File: src/hw/rtl/srpg_pkg.sv
`default_nettype none

package srpg_pkg;

    localparam int STEP_COUNT_BITS = 16;
    localparam int CMP_W = ((STEP_COUNT_BITS > 8) ? STEP_COUNT_BITS : 8) + 2;
    localparam int DIV_STEPS = 8;
    localparam int DIV_CNT_W = $clog2(DIV_STEPS);
    localparam logic [7:0] HALF_PERIOD_RESET = 8'd255;

    typedef logic [STEP_COUNT_BITS-1:0] count_t;

    typedef enum logic [1:0] {
        OP_TICK = 2'd0,
        OP_MOVE = 2'd1,
        OP_LOAD = 2'd2,
        OP_NONE = 2'd3
    } op_t;

    typedef struct packed {
        logic exec;
        logic div_load;
        logic div_step;
        logic commit;
    } ctrl_cmd_t;

    typedef struct packed {
        logic move_start;
    } ctrl_stat_t;

endpackage

`default_nettype wire

File: src/hw/rtl/srpg_ctrl.sv
`default_nettype none

module srpg_ctrl (
    input  wire logic                  aclk,
    input  wire logic                  aresetn,
    input  wire logic                  s_valid,
    output logic                       s_ready,
    output logic                       m_valid,
    input  wire logic                  m_ready,
    input  wire srpg_pkg::ctrl_stat_t  stat,
    output srpg_pkg::ctrl_cmd_t        cmd
);

    typedef enum logic [1:0] {
        ST_IDLE,
        ST_DIV,
        ST_COMMIT
    } state_t;

    state_t                          state_reg;
    logic [srpg_pkg::DIV_CNT_W-1:0]  cnt_reg;
    logic                            m_valid_reg;
    logic                            in_fire;

    assign s_ready = (state_reg == ST_IDLE) && (!m_valid_reg || m_ready);
    assign in_fire = s_valid && s_ready;
    assign m_valid = m_valid_reg;

    always_comb begin
        cmd.exec     = in_fire && !stat.move_start;
        cmd.div_load = in_fire && stat.move_start;
        cmd.div_step = (state_reg == ST_DIV);
        cmd.commit   = (state_reg == ST_COMMIT);
    end

    always_ff @(posedge aclk) begin
        if (!aresetn) begin
            state_reg   <= ST_IDLE;
            cnt_reg     <= '0;
            m_valid_reg <= 1'b0;
        end else begin
            if ((in_fire && !stat.move_start) || (state_reg == ST_COMMIT)) begin
                m_valid_reg <= 1'b1;
            end else if (m_ready) begin
                m_valid_reg <= 1'b0;
            end
            unique case (state_reg)
                ST_IDLE: begin
                    if (in_fire && stat.move_start) begin
                        state_reg <= ST_DIV;
                        cnt_reg   <= '0;
                    end
                end
                ST_DIV: begin
                    cnt_reg <= cnt_reg + 1'b1;
                    if (cnt_reg == srpg_pkg::DIV_CNT_W'(srpg_pkg::DIV_STEPS - 1)) begin
                        state_reg <= ST_COMMIT;
                    end
                end
                ST_COMMIT: begin
                    state_reg <= ST_IDLE;
                end
                default: begin
                    state_reg <= ST_IDLE;
                end
            endcase
        end
    end

endmodule

`default_nettype wire

File: src/hw/rtl/srpg_datapath.sv
`default_nettype none

module srpg_datapath (
    input  wire logic                 aclk,
    input  wire logic                 aresetn,
    input  wire srpg_pkg::ctrl_cmd_t  cmd,
    output srpg_pkg::ctrl_stat_t      stat,
    input  wire logic [1:0]           s_op,
    input  wire logic [15:0]          s_step_count,
    input  wire logic [7:0]           s_pulse_max,
    input  wire logic [7:0]           s_pulse_min,
    input  wire logic [7:0]           s_ramp_length,
    input  wire logic                 s_direction,
    input  wire logic signed [15:0]   s_new_position,
    input  wire logic                 cfg_wr,
    input  wire logic                 cfg_data,
    output logic                      m_step_level,
    output logic                      m_direction_level,
    output logic                      m_enable_n,
    output logic                      m_busy_res,
    output logic signed [15:0]        m_position,
    output logic                      m_move_done
);

    localparam int CW = srpg_pkg::CMP_W;

    // move and position state
    logic [15:0]       pos_reg;
    srpg_pkg::count_t  done_cnt_reg;
    srpg_pkg::count_t  total_reg;
    logic [7:0]        ramp_reg;
    logic [7:0]        half_reg;
    logic [7:0]        delta_reg;
    logic [7:0]        floor_reg;
    logic [7:0]        tick_reg;
    logic              level_reg;
    logic              moving_reg;
    logic              pyramid_reg;
    logic              dir_reg;
    logic              enable_reg;

    // latched move command and divider
    srpg_pkg::count_t  op_n_reg;
    logic [7:0]        op_tmax_reg;
    logic [7:0]        op_tmin_reg;
    logic [7:0]        op_nr_reg;
    logic              op_dir_reg;
    logic [7:0]        rem_reg;
    logic [7:0]        quo_reg;

    // result word
    logic              o_step_reg;
    logic              o_dir_reg;
    logic              o_en_n_reg;
    logic              o_busy_reg;
    logic [15:0]       o_pos_reg;
    logic              o_done_reg;

    srpg_pkg::op_t     op;
    logic [8:0]        rem_sh;
    logic              rem_ge;
    logic [7:0]        half_np;
    logic [CW-1:0]     s_ext;
    logic [CW-1:0]     r_ext;
    logic [CW-1:0]     t_ext;
    logic [CW-1:0]     h_ext;
    logic [8:0]        tick_sum;
    logic [8:0]        limit;
    logic [15:0]       pos_x;
    srpg_pkg::count_t  done_x;
    logic [7:0]        tick_x;
    logic              level_x;
    logic              moving_x;
    logic [7:0]        half_x;
    logic              fin_x;
    logic [7:0]        dt_c;
    logic              pyr_c;
    logic [7:0]        half_c;

    assign op = srpg_pkg::op_t'(s_op);
    assign stat.move_start = (op == srpg_pkg::OP_MOVE) && !moving_reg;

    // restoring divide, one quotient bit per step
    assign rem_sh = {rem_reg, quo_reg[7]};
    assign rem_ge = rem_sh >= {1'b0, op_nr_reg};

    // half-period of the next step
    always_comb begin
        s_ext   = CW'(done_cnt_reg);
        r_ext   = CW'(ramp_reg);
        t_ext   = CW'(total_reg);
        h_ext   = CW'(total_reg >> 1);
        half_np = half_reg;
        if (!pyramid_reg) begin
            if (s_ext < r_ext) begin
                half_np = half_reg - delta_reg;
            end else if (s_ext <= t_ext - r_ext) begin
                half_np = floor_reg;
            end else begin
                half_np = half_reg + delta_reg;
            end
        end else begin
            if (s_ext < h_ext) begin
                half_np = half_reg - delta_reg;
            end else if (s_ext > h_ext) begin
                half_np = half_reg + delta_reg;
            end
        end
    end

    // tick, load and ignored ops
    always_comb begin
        pos_x    = pos_reg;
        done_x   = done_cnt_reg;
        tick_x   = tick_reg;
        level_x  = level_reg;
        moving_x = moving_reg;
        half_x   = half_reg;
        fin_x    = 1'b0;
        tick_sum = {1'b0, tick_reg} + 9'd1;
        limit    = ((half_reg > 8'd1) ? {1'b0, half_reg} : 9'd1) + 9'd1;
        unique case (op)
            srpg_pkg::OP_LOAD: begin
                pos_x = s_new_position;
            end
            srpg_pkg::OP_TICK: begin
                if (moving_reg) begin
                    if (tick_sum >= limit) begin
                        tick_x  = 8'd0;
                        level_x = !level_reg;
                        if (level_x) begin
                            done_x = done_cnt_reg + 1'b1;
                            pos_x  = dir_reg ? (pos_reg + 16'd1) : (pos_reg - 16'd1);
                        end else if (done_cnt_reg >= total_reg) begin
                            moving_x = 1'b0;
                            fin_x    = 1'b1;
                        end else begin
                            half_x = half_np;
                        end
                    end else begin
                        tick_x = tick_sum[7:0];
                    end
                end
            end
            srpg_pkg::OP_MOVE, srpg_pkg::OP_NONE: begin
            end
            default: begin
            end
        endcase
    end

    // move set-up from the latched command
    always_comb begin
        dt_c  = (op_nr_reg != 8'd0) ? quo_reg : 8'd0;
        pyr_c = !(CW'(op_n_reg) > (CW'(op_nr_reg) << 1));
        if (!pyr_c) begin
            half_c = (op_nr_reg == 8'd0) ? op_tmin_reg : op_tmax_reg;
        end else begin
            half_c = ((op_n_reg >> 1) == '0) ? (op_tmax_reg + dt_c) : op_tmax_reg;
        end
    end

    always_ff @(posedge aclk) begin
        if (!aresetn) begin
            pos_reg      <= '0;
            done_cnt_reg <= '0;
            total_reg    <= '0;
            ramp_reg     <= '0;
            half_reg     <= srpg_pkg::HALF_PERIOD_RESET;
            delta_reg    <= '0;
            floor_reg    <= '0;
            tick_reg     <= '0;
            level_reg    <= 1'b0;
            moving_reg   <= 1'b0;
            pyramid_reg  <= 1'b0;
            dir_reg      <= 1'b0;
            enable_reg   <= 1'b1;
        end else begin
            if (cfg_wr) begin
                enable_reg <= cfg_data;
            end
            if (cmd.exec) begin
                pos_reg      <= pos_x;
                done_cnt_reg <= done_x;
                tick_reg     <= tick_x;
                level_reg    <= level_x;
                moving_reg   <= moving_x;
                half_reg     <= half_x;
            end else if (cmd.commit) begin
                delta_reg    <= dt_c;
                ramp_reg     <= op_nr_reg;
                floor_reg    <= op_tmin_reg;
                total_reg    <= op_n_reg;
                done_cnt_reg <= '0;
                dir_reg      <= op_dir_reg;
                pyramid_reg  <= pyr_c;
                half_reg     <= half_c;
                tick_reg     <= '0;
                level_reg    <= 1'b0;
                moving_reg   <= (op_n_reg != '0);
            end
        end
    end

    always_ff @(posedge aclk) begin
        if (cmd.div_load) begin
            op_n_reg    <= srpg_pkg::count_t'(s_step_count);
            op_tmax_reg <= s_pulse_max;
            op_tmin_reg <= s_pulse_min;
            op_nr_reg   <= s_ramp_length;
            op_dir_reg  <= s_direction;
            rem_reg     <= '0;
            quo_reg     <= s_pulse_max - s_pulse_min;
        end else if (cmd.div_step) begin
            rem_reg <= rem_ge ? 8'(rem_sh - {1'b0, op_nr_reg}) : rem_sh[7:0];
            quo_reg <= {quo_reg[6:0], rem_ge};
        end
    end

    always_ff @(posedge aclk) begin
        if (cmd.exec) begin
            o_step_reg <= moving_x && level_x;
            o_dir_reg  <= dir_reg;
            o_en_n_reg <= !enable_reg;
            o_busy_reg <= moving_x;
            o_pos_reg  <= pos_x;
            o_done_reg <= fin_x;
        end else if (cmd.commit) begin
            o_step_reg <= 1'b0;
            o_dir_reg  <= op_dir_reg;
            o_en_n_reg <= !enable_reg;
            o_busy_reg <= (op_n_reg != '0);
            o_pos_reg  <= pos_reg;
            o_done_reg <= 1'b0;
        end
    end

    assign m_step_level      = o_step_reg;
    assign m_direction_level = o_dir_reg;
    assign m_enable_n        = o_en_n_reg;
    assign m_busy_res        = o_busy_reg;
    assign m_position        = $signed(o_pos_reg);
    assign m_move_done       = o_done_reg;

endmodule

`default_nettype wire

File: src/hw/rtl/stepper_ramp_pulse_generator.sv
// Step-pulse generator with a trapezoid or pyramid speed profile. Every accepted
// word (timebase tick, move start or position load) returns exactly one result word that
// shows the pins, busy flag, position and move-done flag after that word. The result of a
// tick, a position load, or a move start while busy is registered the cycle after acceptance.
// A move start while idle first runs eight iterations of the restoring divider that computes
// the 8-bit speed step, then a set-up state.
// One word is in work at a time; a result that waits on the output holds off the input,
// and the next word can be accepted in the cycle in which that result is taken. The
// driver_enable register is written through cfg_valid/cfg_data,
// always ready, and should only be changed while the block is idle.
`default_nettype none

module stepper_ramp_pulse_generator (
    input  wire logic                aclk,
    input  wire logic                aresetn,
    input  wire logic                s_valid,
    output logic                     s_ready,
    input  wire logic [1:0]          s_op,
    input  wire logic [15:0]         s_step_count,
    input  wire logic [7:0]          s_pulse_max,
    input  wire logic [7:0]          s_pulse_min,
    input  wire logic [7:0]          s_ramp_length,
    input  wire logic                s_direction,
    input  wire logic signed [15:0]  s_new_position,
    output logic                     m_valid,
    input  wire logic                m_ready,
    output logic                     m_step_level,
    output logic                     m_direction_level,
    output logic                     m_enable_n,
    output logic                     m_busy_res,
    output logic signed [15:0]       m_position,
    output logic                     m_move_done,
    input  wire logic                cfg_valid,
    output logic                     cfg_ready,
    input  wire logic                cfg_data
);

    srpg_pkg::ctrl_cmd_t   cmd;
    srpg_pkg::ctrl_stat_t  stat;

    assign cfg_ready = 1'b1;

    srpg_ctrl u_ctrl (
        .aclk    (aclk),
        .aresetn (aresetn),
        .s_valid (s_valid),
        .s_ready (s_ready),
        .m_valid (m_valid),
        .m_ready (m_ready),
        .stat    (stat),
        .cmd     (cmd)
    );

    srpg_datapath u_datapath (
        .aclk              (aclk),
        .aresetn           (aresetn),
        .cmd               (cmd),
        .stat              (stat),
        .s_op              (s_op),
        .s_step_count      (s_step_count),
        .s_pulse_max       (s_pulse_max),
        .s_pulse_min       (s_pulse_min),
        .s_ramp_length     (s_ramp_length),
        .s_direction       (s_direction),
        .s_new_position    (s_new_position),
        .cfg_wr            (cfg_valid && cfg_ready),
        .cfg_data          (cfg_data),
        .m_step_level      (m_step_level),
        .m_direction_level (m_direction_level),
        .m_enable_n        (m_enable_n),
        .m_busy_res        (m_busy_res),
        .m_position        (m_position),
        .m_move_done       (m_move_done)
    );

endmodule

`default_nettype wire

File: config.mk
export PLATFORM = sky130hd
export DESIGN_NAME = stepper_ramp_pulse_generator
export DESIGN_NICKNAME = d
export VERILOG_FILES = /design/src/hw/rtl/srpg_pkg.sv /design/src/hw/rtl/srpg_ctrl.sv /design/src/hw/rtl/srpg_datapath.sv /design/src/hw/rtl/stepper_ramp_pulse_generator.sv
export SDC_FILE = /design/constraint.sdc
export NUM_CORES = 1
export LEC_CHECK = 0
export BUFFER_PORTS_ARGS = -buffer_cell sky130_fd_sc_hd__clkbuf_2
export CELL_PAD_IN_SITES_DETAIL_PLACEMENT = 1
export CELL_PAD_IN_SITES_GLOBAL_PLACEMENT = 1
export CORE_MARGIN = 2
export CORE_UTILIZATION = 47
export DETAILED_ROUTE_END_ITERATION = 8
export HOLD_SLACK_MARGIN = 0.15
export PLACE_DENSITY_LB_ADDON = 0.05
export SYNTH_ARGS = -nofsm -noshare
export SYNTH_HDL_FRONTEND = slang
export SYNTH_SLANG_ARGS = --single-unit
export TNS_END_PERCENT = 10
File: constraint.sdc
create_clock -name aclk -period 5.4 [get_ports aclk]
set_input_delay 0.54 -clock aclk [delete_from_list [all_inputs] [get_ports aclk]]
set_output_delay 0.54 -clock aclk [all_outputs]
set_load 0.005 [all_outputs]
# [Word level (Yosys, flattened, before mapping)]
# Cells that the tools add are included.
# W data, S select, Z words.
[totals] out_inout_bits=24 inputBits=65 mem_bits_ro=0 latch_bits=0 register_bits=177 wordCells=163 memories=0 ram_bits=0
[op_classes] mul=0 reduce_logical=30 muxes=68 n_addsub=12 magnitude_cmp=9 shifts=0 n_eq_ne=14 bitwise_logic=1 div_mod_pow=0
[op_table] cell="$mux W8" count=25
[op_table] cell="$mux W16" count=12
[op_table] cell="$add A16 B1 Y16 const B" count=2
[op_table] cell="$pmux W16 S2" count=1
[op_table] cell="$mux W1" count=25
[op_table] cell="$sub A8 B8 Y8" count=3
[op_table] cell="$le A16 B18 Y1" count=1
[op_table] cell="$sub A16 B8 Y17" count=1
[op_table] cell="$add A8 B8 Y8" count=2
[op_table] cell="$ge A16 B16 Y1" count=1
[op_table] cell="$gt A16 B15 Y1" count=1
[op_table] cell="$gt A16 B9 Y1" count=1
[op_table] cell="$logic_not A16 Y1" count=1
[op_table] cell="$lt A16 B15 Y1" count=1
[op_table] cell="$lt A16 B8 Y1" count=1
[op_table] cell="$reduce_bool A16 Y1" count=1
[op_table] cell="$sub A16 B1 Y16 const B" count=1
[op_table] cell="$ne A2 B1 Y1 const B" count=5
[op_table] cell="$add A8 B1 Y9 const B" count=1
[op_table] cell="$add A9 B1 Y9 const B" count=1
[op_table] cell="$ge A9 B8 Y1" count=1
[op_table] cell="$ge A9 B9 Y1" count=1
[op_table] cell="$gt A8 B1 Y1 const B" count=1
[op_table] cell="$logic_not A8 Y1" count=1
[op_table] cell="21 further kinds" count=43

# [Longest topological paths before layout]
[depth] word_depth=11 mapped_depth=21 ltp_nobuf=21

# [By module]
# Synthesis repeated with hierarchy kept, for this count alone.
[hier_totals] cells_unflattened=1306 hier_area_um2=11901.4
[modules_own_cells] module="srpg_datapath" instances=1 cells_each=1271 area_per_inst_um2=11592.4 seq_area_each_um2=4124.0
[modules_own_cells] module="srpg_ctrl" instances=1 cells_each=33 area_per_inst_um2=297.8 seq_area_each_um2=120.1
[modules_own_cells] module="stepper_ramp_pulse_generator" instances=1 cells_each=2 area_per_inst_um2=11.3 seq_area_each_um2=0.0

# [Least setup slack after synthesis]
# OpenSTA, ideal clock, no wires.
[synth_timing] kind="reg2reg" from="register u_datapath.ramp_reg[1]" to="register u_datapath.half_reg[5]" synth_period_minus_slack_ps=3962 stages_incl_launch_ff=22 path_slack_ps=1438 arrival_time_ps=3827 required_time_ps=5264 n_path_buf=0 path_cell_list="dfxtp_1 -> inv_1 -> ha_1 -> nor2b_1 -> o21ai_0 -> a21oi_1 -> o21ai_0 -> a21oi_1 -> o21ai_0 -> a21o_1 -> nand3_1 -> xnor2_1 -> ha_1 -> a211oi_1 -> nor2_1 -> nor3_1 -> nor2_1 -> o31a_1 -> o21ai_4 -> mux2_2 -> a211oi_1 -> o221ai_1"
[synth_via] elab_chain_len=11 elab_cells_between_ends=12
[synth_lines] item="start, declared" line="srpg_datapath.sv:31" source="logic [7:0] ramp_reg;"
[synth_lines] item="start signal, assigned" line="srpg_datapath.sv:191" source="ramp_reg <= op_nr_reg;"
[synth_lines] item="$sub A16 B8 Y17" line="srpg_datapath.sv:97" source="end else if (s_ext <= t_ext - r_ext) begin"
[synth_lines] item="$le A16 B18 Y1" line="srpg_datapath.sv:97"
[synth_lines] item="$mux W8" line="srpg_datapath.sv:97"
[synth_lines] item="$mux W8 *" line="srpg_datapath.sv:95" source="if (s_ext < r_ext) begin"
[synth_lines] item="$mux W8 *" line="srpg_datapath.sv:94" source="if (!pyramid_reg) begin"
[synth_lines] item="$mux W8 *" line="srpg_datapath.sv:134" source="end else if (done_cnt_reg >= total_reg) begin"
[synth_lines] item="$mux W8 *" line="srpg_datapath.sv:131" source="if (level_x) begin"
[synth_lines] item="$mux W8 *" line="srpg_datapath.sv:128" source="if (tick_sum >= limit) begin"
[synth_lines] item="$mux W8 *" line="srpg_datapath.sv:127" source="if (moving_reg) begin"
[synth_lines] item="$mux W8 *" line="srpg_datapath.sv:122" source="unique case (op)"
[synth_lines] item="$mux W8 *" line="srpg_datapath.sv:182" source="if (cmd.exec) begin"
[synth_lines] item="end signal, assigned" line="srpg_datapath.sv:169" source="half_reg <= srpg_pkg::HALF_PERIOD_RESET;"
[synth_lines] item="end signal, assigned" line="srpg_datapath.sv:188" source="half_reg <= half_x;"
[synth_lines] item="end signal, assigned" line="srpg_datapath.sv:197" source="half_reg <= half_c;"
[synth_lines] item="end, declared" line="srpg_datapath.sv:32" source="logic [7:0] half_reg;"
# Mark *: on every way between the ends. The rest lies on a longest branch, timed or not. The select of a mux whose other input is x is not followed.
# A chain may end at the register's enable or synchronous reset.

# [Worst setup path after layout]
# Same ends and word-level chain as after synthesis.

==> results list <==
* Layout cell share with drive strength beyond 1: 12.0%
* Power density over the cells: 254 nW/um^2
- Cell Chain, Critical Path: inv_1 > ha_1 > nor2b_1 > o21ai_0 > a21oi_1 > o21ai_0 > a21oi_1 > o21ai_0 > a21o_1 > nand3_1 > xnor2_1 > ha_1 > a211oi_1 > nor2_1 > nor3_1 > nor2_1 > o31a_1 > o21ai_4 > mux2_2 > a211oi_1 > o221ai_1
* Data arrival at the endpoint of the critical path: 4750 ps
- Once layout is complete, the utilization of the core stands at 52.7%.
* Fraction of synthesized cell area taken by the top area cell type: 18.0%
- Dividing the detail-routed wire length by the instance count gives 18.1 um.
- Setup Viol. Count Final: 0
* Overall power: 3.35 mW
- The library cells used most frequently in the layout, excluding fill and tap cells, are nand2_1, ha_1, dfxtp_1.
- Global routing consumed, over all layers together, 24.6% of the routing resources.
- The synthesized design contains 177 register bits.
* Final period utilization: 83.2%
- The worst path meets setup with 907 ps of slack.
- Die Footprint: 26600 um^2
* Register clock-pin slew on the reported worst setup and hold paths: 80 ps
* Top delay family on crit path: compound AO/OA/AOI/OAI gates
- Critical Path RT: 5660 ps
- Ranked by total cell area, the synthesized netlist is headed by dfxtp_1, edfxtp_1, ha_1.
- In the final timing run, aggregate negative setup slack is 0 ps.
- Die W: 163 um
* Final hold viol count: 0
- Clock tree from TritonCTS: built
* Min-delay worst type: input pin to register
- Derived from the worst setup path, the maximum achievable clock frequency is 0.223 GHz.
* Leakage: 5.49 nW
- Distinct cell type count of the synthesized netlist: 91
- At the end of routability-driven placement, the weighted congestion stood at 0.875.
- The total area inside the core boundary comes to 25000 um^2.
- Reported max-cap violation count: 0
* HPWL after detailed placement: 24.5 mm
* Post-synth top area cell: dfxtp_1
- Element type at the critical path end: register
- Synthesized area divided by synthesized cell count: 9.04 um^2
- The number of nets handed over by synthesis was 1522.
* Number of warnings reported in the yosys synthesis log: 0
* Placement Setup Slack: 937 ps
* Number of detailed-routing iterations run before antenna repair: 4
- Counting every instance in the synthesized netlist gives 1316.
- The final layout contains routed wiring with a total length of 31.4 mm.
- Worst-case headroom to the max-slew limit: 26.5%
- Overflow left after global routing: 0
- Once the floorplan was initialized, standard cells occupied 47.5% of the core.
- On the critical path, the stage with the largest delay is an instance of dfxtp_1.
- Wire length of the first global-routing pass: 52.1 mm
- # fillers: 2933
- The initialized floorplan defines 58 standard-cell rows.
- For the pin with the worst max-slew slack, the measured transition is 1100 ps.
* Most common cell after layout, fill and taps aside: nand2_1
- Skew final: 12.6 ps
- Final-layout worst hold slack: 268 ps
- WP buf/inv: 1
- Detail Route Antenna Nets: 0
- On the worst path, the slowest cell contributes a delay of 400 ps.
- Mapped Area: 11900 um^2
- Vias per cell: 5.62
- IR drop worst, VDD: 0.193 mV
* CTS HTree Levels: 4
- For the worst-skew pair, the clock arrives at the later sink with an insertion delay of 440 ps.
* Chip Height: 163 um
* Via count of the routed design: 9726
- The smallest clock period supported by the final layout is computed as 4490 ps.
- Area added between synthesis and finish: 10.8%
- Number of synthesized flops with an enable pin: 70
* # DRC: 0
- Pin count of the biggest net entering global routing: 57
- Max Transition Viols Final: 0
* Number of antenna violations at the first check in global routing: 0
* Clock sink count: 177
- In this run the deepest clock path goes through 2 buffers.
- Buffers inserted to repair hold after CTS numbered 0.
- Counting tap cells, the placed design contains a total of 1699 instances.
- Max FO, Critical Path: 9
* Share of synthesized area occupied by flip-flops and latches: 35.7%
- Gates resized during post-CTS repair numbered 0.
* Share of flip-flops with an asynchronous set or reset after synthesis: 0%
- Setup repair bufs after CTS: 0
- Outcome: finished clean
- In this run, CTS created clock tree buffers numbering 17.
* Port bufs: 87
- After the last flow step, the layout net total stands at 1594.
- Setup repair after global routing left no endpoint under its margin.
- STA classifies the critical path startpoint as a register.
* Ports: 89
* Startpoint-to-endpoint class of the critical path: register to register
* Crit path top cell by count: o21ai_0
* Top_reg_cell synth: dfxtp_1
* Via count of the first global-routing pass: 10139
- After the first detailed-routing iteration, the DRC count stood at 470.
* Diodes inserted: 0
- Excluding fillers, the count of instances in the completed layout stands at 1731.
- CTS placed an instance of clkbuf_16 at the clock tree root.
- Post-route cell area: 13200 um^2
- Placed Instance Area: 12600 um^2
logic make-up after synthesis:
family	synth area share [%]
multiplexers	1.39
buffers and inverters	4.82
XOR/XNOR	5.08
AND/OR/NAND/NOR	19.1
AO/OA/AOI/OAI	18.6
adder cells (fa/ha/maj)	15.3
flip-flops	35.7
other	0.0315
power breakdown:
part,total [mW],switching (mW),leakage (nW),internal (mW)
Clock,1.29,0.617,0.299,0.677
Combinational,0.548,0.312,3.67,0.236
Sequential,1.51,0.0457,1.52,1.46
Total,3.35,0.975,5.49,2.37
layout make-up:
| cell class | instances | area (um^2) | share of cell area, % |
|---|---|---|---|
| clock inverter | 14 | 165 | 1.25 |
| inverter | 97 | 364 | 2.76 |
| clock buffer | 18 | 439 | 3.33 |
| sequential | 177 | 4240 | 32.2 |
| multi-input combinational | 1004 | 7090 | 53.8 |
| timing repair buffer | 91 | 465 | 3.53 |
| tap | 330 | 413 | 3.13 |
cell usage after synthesis, types with 5 or more instances:
master	n
a211o_1	5
a211oi_1	11
a21boi_0	47
a21o_1	13
a21oi_1	64
a22oi_1	10
a31oi_1	5
and2_1	34
and3_1	21
clkbuf_1	24
dfxtp_1	107
edfxtp_1	70
fa_1	7
ha_1	134
inv_1	96
mux2i_1	12
nand2_1	176
nand2b_1	15
nand3_1	29
nand4_1	21
nor2_1	66
nor2b_1	29
nor3_1	25
nor4_1	12
o211ai_1	5
o21a_1	7
o21ai_0	69
o21ai_1	8
o21bai_1	8
o221ai_1	6
o31a_1	5
o31ai_1	5
or2_2	5
xnor2_1	34
xor2_1	35
metal layers:
layer	vias up	track usage [%]	wire length, um
met3	32	2.69	710
met5	-	0	0
met1	4709	32.7	15100
li1	4839	-	-
met2	146	42.3	15100
met4	0	6.88	493
worst register-to-register path, stage by stage (launching register included):
cell	delay [ps]
dfxtp_1	400
inv_1	90
ha_1	290
nor2b_1	130
o21ai_0	200
a21oi_1	110
o21ai_0	210
a21oi_1	110
o21ai_0	200
a21o_1	250
nand3_1	120
xnor2_1	140
ha_1	290
a211oi_1	240
nor2_1	80
nor3_1	140
nor2_1	70
o31a_1	310
o21ai_4	180
mux2_2	390
a211oi_1	230
o221ai_1	140
final timing paths:
path / from / end / slack (ps) / depth (start not counted)
worst min register to register: u_datapath.floor_reg[6] / u_datapath.floor_reg[6] / 470 / 2
worst max-delay path: u_datapath.ramp_reg[1] / u_datapath.half_reg[5] / 910 / 21
worst min-delay path: s_step_count[2] / u_datapath.op_n_reg[2] / 270 / 1
worst max register to register: u_datapath.ramp_reg[1] / u_datapath.half_reg[5] / 910 / 21
(Power assumes the default switching activity.)
